File: config.mk
export PLATFORM = sky130hd
export DESIGN_NAME = bh_decode
export DESIGN_NICKNAME = d
export VERILOG_FILES = /design/src/hdl/bh_pkg.sv /design/src/hdl/bh_decode.sv
export SDC_FILE = /design/constraint.sdc
export NUM_CORES = 1
export LEC_CHECK = 0
export ABC_AREA = 0
export BUFFER_PORTS_ARGS = -buffer_cell sky130_fd_sc_hd__buf_2
export CORE_MARGIN = 2
export CORE_UTILIZATION = 25
export DETAILED_ROUTE_END_ITERATION = 7
export SLEW_MARGIN = 20
export SYNTH_ARGS = -nofsm -noshare
export SYNTH_HDL_FRONTEND = slang
export SYNTH_SLANG_ARGS = --single-unit
File: constraint.sdc
create_clock -name vclk -period 17.7
set_input_delay 5.31 -clock vclk [all_inputs]
set_output_delay 5.31 -clock vclk [all_outputs]
set_load 0.005 [all_outputs]
File: src/hdl/bh_pkg.sv
// Shared types and constants of the bigram histogram.
package bh_pkg;

    localparam int BH_ALPHABET    = 37;
    localparam int BH_NUM_BINS    = BH_ALPHABET * BH_ALPHABET;
    localparam int BH_CLASS_W     = $clog2(BH_ALPHABET);
    localparam int BH_BIN_W       = 11;
    localparam int BH_ADDR_W      = $clog2(BH_NUM_BINS);
    localparam int BH_COUNT_OUT_W = 16;
    localparam int BH_COUNT_WIDTH = 16;

    localparam logic REQ_CHAR = 1'b0;
    localparam logic REQ_READ = 1'b1;

    typedef struct packed {
        logic                req_type;
        logic [7:0]          char_code;
        logic                string_start;
        logic [BH_BIN_W-1:0] bin_index;
    } t_bh_in;

    typedef struct packed {
        logic                      counted;
        logic [BH_BIN_W-1:0]       bin_out;
        logic [BH_COUNT_OUT_W-1:0] count;
    } t_bh_out;

    // Decoded form of one accepted item, handed from the decoder to the update logic.
    typedef struct packed {
        logic                  is_read;
        logic                  do_inc;
        logic                  rd_ok;
        logic [BH_BIN_W-1:0]   bin;
        logic [BH_CLASS_W-1:0] next_class;
    } t_bh_op;

endpackage

File: src/hdl/bh_decode.sv
// Character classification and bin address generation for one item.
module bh_decode (
    input  bh_pkg::t_bh_in                  i_item,
    input  logic [bh_pkg::BH_CLASS_W-1:0]   i_prev_class,
    input  logic                            i_have_prev,
    output bh_pkg::t_bh_op                  o_op
);
    import bh_pkg::*;

    logic                  right_ok;
    logic [BH_CLASS_W-1:0] right_class;
    logic [BH_BIN_W-1:0]   pair_bin;
    logic                  do_inc;

    // Space is class 0, upper- and lower-case letters take classes 1 to 26, and digits
    // take classes 27 to 36.
    always_comb begin
        right_ok    = 1'b1;
        right_class = '0;
        if (i_item.char_code == 8'd32) begin
            right_class = '0;
        end else if (i_item.char_code >= 8'd65 && i_item.char_code <= 8'd90) begin
            right_class = BH_CLASS_W'(i_item.char_code - 8'd64);
        end else if (i_item.char_code >= 8'd97 && i_item.char_code <= 8'd122) begin
            right_class = BH_CLASS_W'(i_item.char_code - 8'd96);
        end else if (i_item.char_code >= 8'd48 && i_item.char_code <= 8'd57) begin
            right_class = BH_CLASS_W'(i_item.char_code - 8'd21);
        end else begin
            right_ok = 1'b0;
        end
    end

    assign pair_bin = BH_BIN_W'(BH_BIN_W'(i_prev_class) * BH_BIN_W'(BH_ALPHABET))
                      + BH_BIN_W'(right_class);
    assign do_inc   = (i_item.req_type == REQ_CHAR) && i_have_prev
                      && !i_item.string_start && right_ok;

    always_comb begin
        o_op.is_read    = (i_item.req_type == REQ_READ);
        o_op.do_inc     = do_inc;
        o_op.rd_ok      = (i_item.req_type == REQ_READ)
                          && (i_item.bin_index < BH_BIN_W'(BH_NUM_BINS));
        o_op.next_class = right_ok ? right_class : '0;
        if (i_item.req_type == REQ_READ) begin
            o_op.bin = i_item.bin_index;
        end else if (do_inc) begin
            o_op.bin = pair_bin;
        end else begin
            o_op.bin = '0;
        end
    end

endmodule

## Word-level counts from Yosys, hierarchy flattened

Cells that the tools add are included.

| storage, ports and cells | value |
|---|---|
| output and inout port bits | 20 |
| word-level logic and storage cells | 33 |
| input port bits | 28 |
| bits in registers | 0 |

| cells by class | value |
|---|---|
| reduce and logical (&&, ||, !) cells | 8 |
| add/sub/neg operators | 4 |
| multiply operators | 1 |
| magnitude comparators | 7 |
| muxes and demuxes | 11 |
| equality and inequality tests | 1 |
| bitwise gates (word level) | 1 |

Operator list:

| kind | number |
|---|---|
| 6-bit 2-to-1 mux | 5 |
| 11-bit 2-to-1 mux | 2 |
| 8-bit by 7-bit greater-or-equal comparator with 1-bit output (second input constant) | 2 |
| 8-bit by 7-bit less-or-equal comparator with 1-bit output (second input constant) | 2 |
| 11-bit by 6-bit adder with 11-bit output | 1 |
| 11-bit < comparator (second input constant) | 1 |
| 6-bit by 6-bit multiplier with 11-bit output (second input constant) | 1 |
| 8-bit by 6-bit == test with 1-bit output (second input constant) | 1 |
| 8-bit by 6-bit greater-or-equal comparator with 1-bit output (second input constant) | 1 |
| 8-bit by 6-bit less-or-equal comparator with 1-bit output (second input constant) | 1 |
| 1-bit logical AND | 7 |
| 6-bit by 1-bit subtractor with 6-bit output (second input constant) | 1 |
| 6-bit by 5-bit subtractor with 6-bit output (second input constant) | 1 |
| 6-bit subtractor (second input constant) | 1 |
| 1-bit 2-to-1 mux | 4 |
| 1-bit logical NOT | 1 |
| 1-bit NOT | 1 |

## Logic depth before layout (Yosys ltp)

| logic depth | value |
|---|---|
| depth after elaboration | 9 |
| gate-level depth with buffers | 18 |
| gate-level depth less buffers | 18 |

## Worst setup path before layout

Ideal clock, no wire load.

| timing | value |
|---|---|
| path type | input to output |
| from | in i_item[13] (netlist name) |
| to | out o_op[16] (netlist name) |
| stages | 16 |
| required time | 12390 ps |
| buffers on the path | 0 |
| data arrival time | 8301 ps |
| setup slack | 4089 ps |
| cell sequence | inv_1 -> ha_1 -> nand2b_4 -> or4_4 -> o211ai_2 -> a21oi_2 -> o21ai_1 -> o31ai_1 -> ha_1 -> ha_1 -> a211o_1 -> a21oi_1 -> o21ai_0 -> nor4_1 -> a31oi_1 -> a32o_1 |

RTL lines:

| item | line | source |
|---|---|---|
| start, declared | bh_decode.sv:3 | `input bh_pkg::t_bh_in i_item,` |
| end, declared | bh_decode.sv:6 | `output bh_pkg::t_bh_op o_op` |

==> impl_metrics.json <==
{
  "design_area_mm2": 0.001513,
  "gp_congestion": 0.8784,
  "first_global_vias": 1183,
  "path_class": "in2out",
  "number_of_antenna_violations_at_the_first_check_in_global_routing": 0,
  "max_slew.worst_pin.slew_ps": 380.9,
  "place_hpwl_mm": 2.551,
  "finalSetupViolations": 0,
  "synth.yosys.warnings": 0,
  "post_dp_cell_area_mm2": 0.001513,
  "most_common_cell_after_layout_fill_and_taps_aside": "sky130_fd_sc_hd__buf_2",
  "holdBufCountCts": 0,
  "pwr_density_cell_mw_per_mm2": 29.99,
  "die_h_um": 74.14,
  "max_freq_ghz": 0.07046,
  "static_leakage_nw": 0.8421,
  "area.sequential_um2": 0,
  "crit_arrival_ps": 8880,
  "totalPowerFinal_w": 0.00004537,
  "die-area_mm2": 0.005497,
  "clock_power_share_pct": 0,
  "antennaDiodeCount": 0,
  "relSlewSlack_pct": 74.34,
  "gr-total-overflow": 0,
  "number_of_slew_limit_violations_in_the_final_report": 0,
  "final_core_util_pct": 32.03,
  "report.final.hold_viol_count": 0,
  "drt_wl_total_mm": 2.839,
  "number_of_nets_in_the_synthesized_netlist": 222,
  "layout_common_cells": "48 x sky130_fd_sc_hd__buf_2, 32 x sky130_fd_sc_hd__ha_1, 24 x sky130_fd_sc_hd__inv_1",
  "rsz0062_at_grt": "false",
  "grt_pass1_wl_mm": 4.795,
  "required_ps": 12390,
  "final_net_count": 267,
  "synthesis.instances": 158,
  "internal_power_w": 0.00002113,
  "cp-start-kind": "primary input",
  "area_growth_syn_to_layout_pct": 22.99,
  "synthesized_area_per_cell_um2": 7.784,
  "drtPass1Iterations": 4,
  "setup_total_negative_slack_ps": 0,
  "synthDistinctLibCells": 39,
  "hold_ws_ps": 10920,
  "vdd_drop_max_uv": 10.61,
  "ant_nets": 0,
  "drive_above_1_share_pct": 26.87,
  "design.seq.count": 0,
  "post_cts.resized_instances": 0,
  "yosysSeqAreaShare_pct": 0,
  "synth_area_mm2": 0.001230,
  "period_minus_slack_ps": 14190,
  "outcome": "finished clean",
  "multi_input_area_mm2": 0.001099,
  "pwr-share-seq_pct": 0,
  "period_share_pct": 80.18,
  "largest_net_degree_at_the_start_of_global_routing": 15,
  "combinational_power_share_pct": 100.0,
  "power.switching_fraction_pct": 53.43,
  "cp-end-kind": "output pin",
  "cts_post_setup_buffers_inserted": 0,
  "clock_buffer_count": 0,
  "io_port_bufs": 48,
  "maxCapViolations": 0,
  "detailroute.via_count": 1246,
  "switching_power_w": 0.00002424,
  "top_level_ports": 48,
  "route.detailed.drc": 0,
  "average_wire_length_per_cell_after_detail_routing_um": 10.59,
  "critPathMaxFanout": 7,
  "groute.usage.overall_pct": 10.55,
  "num-fill-cells": 503,
  "hold_path.class": "in2out",
  "floorplan.initialDensity_pct": 26.04,
  "placementRows": 25,
  "dieWidth_um": 74.14,
  "via_per_inst": 4.649,
  "drt_first_iter_violations": 41,
  "core_area_mm2": 0.004723
}
-- routing by layer --
layer,GRT usage [%],up-vias,wire (um)
li1,-,661,-
met1,13.94,551,1388
met2,20.34,34,1345
met3,0.1355,0,105
met4,0,0,0
met5,0,-,0
-- synth_stat cells (2+ instances only) --
master | count | area (um2)
sky130_fd_sc_hd__buf_6 | 2 | 22.52
sky130_fd_sc_hd__buf_4 | 2 | 15.01
sky130_fd_sc_hd__fa_1 | 4 | 80.08
sky130_fd_sc_hd__inv_1 | 24 | 90.09
sky130_fd_sc_hd__ha_1 | 32 | 400.4
sky130_fd_sc_hd__a32o_1 | 2 | 20.02
sky130_fd_sc_hd__nor2b_1 | 2 | 12.51
sky130_fd_sc_hd__nand2b_1 | 6 | 37.54
sky130_fd_sc_hd__o31ai_1 | 2 | 15.01
sky130_fd_sc_hd__a22o_1 | 9 | 78.83
sky130_fd_sc_hd__a21o_1 | 3 | 22.52
sky130_fd_sc_hd__o21ai_0 | 12 | 60.06
sky130_fd_sc_hd__nor3_1 | 3 | 15.01
sky130_fd_sc_hd__nand2_1 | 6 | 22.52
sky130_fd_sc_hd__xnor2_1 | 4 | 35.03
sky130_fd_sc_hd__o21ai_1 | 2 | 10.01
sky130_fd_sc_hd__a21oi_1 | 11 | 55.05
sky130_fd_sc_hd__and3_1 | 3 | 18.77
sky130_fd_sc_hd__o21a_1 | 3 | 22.52
sky130_fd_sc_hd__nor2_1 | 7 | 26.28
-- final timing paths --
path / from / endpoint / slack [ps] / depth (start not counted)
hold / removal: i_item[3] / o_op[9] / 10920 / 3
setup / recovery: i_item[12] / o_op[16] / 3510 / 18
-- stage by stage --
| step | worst slack (ps) | std cells |
|---|---|---|
| 3_5_place_dp | 3540 | 268 |
| 4_1_cts | 3528 | 268 |
| 5_1_grt | 3248 | 268 |
| 6_report | 3508 | 268 |
| 3_3_place_gp | 3597 | 268 |
| 2_1_floorplan | 4089 | 158 |
-- power groups by stage --
stage / clock, W / sequential, W / combinational, W
after floorplan: 0 / 0 / 0.0000329
after global placement: 0 / 0 / 0.0000459
after detailed placement: 0 / 0 / 0.0000462
after CTS: 0 / 0 / 0.0000463
after global routing: 0 / 0 / 0.0000531
final: 0 / 0 / 0.0000454
-- critical path: stages --
cell                       delay (ps)
sky130_fd_sc_hd__buf_2            130
sky130_fd_sc_hd__inv_1             80
sky130_fd_sc_hd__ha_1             280
sky130_fd_sc_hd__nand2b_4          70
sky130_fd_sc_hd__or4_4            410
sky130_fd_sc_hd__o211ai_2         120
sky130_fd_sc_hd__a21oi_2          140
sky130_fd_sc_hd__o21ai_1          180
sky130_fd_sc_hd__o31ai_1          110
sky130_fd_sc_hd__ha_1             330
sky130_fd_sc_hd__ha_1             320
sky130_fd_sc_hd__a211o_1          280
sky130_fd_sc_hd__a21oi_1          180
sky130_fd_sc_hd__o21ai_0          200
sky130_fd_sc_hd__nor4_1           270
sky130_fd_sc_hd__a31oi_1           70
sky130_fd_sc_hd__a32o_1           270
sky130_fd_sc_hd__buf_2            120
-- area by class of cell --
| cell class | count | area share, % |
|---|---|---|
| Inverter | 24 | 5.955 |
| Multi-Input combinational cell | 129 | 72.62 |
| Tap cell | 67 | 5.542 |
| Timing Repair Buffer | 48 | 15.88 |
-- logic make-up (layout without fill, tap and decap cells) --
logic type | after synthesis | after routing | share of synthesized area, %
fa+ha+maj | 36 | 36 | 39.06
compound gates | 53 | 53 | 30.52
simple gates | 35 | 35 | 16.18
buf+inv | 29 | 72 | 10.68
xor+xnor | 5 | 5 | 3.560
(Power assumes the default switching activity.)
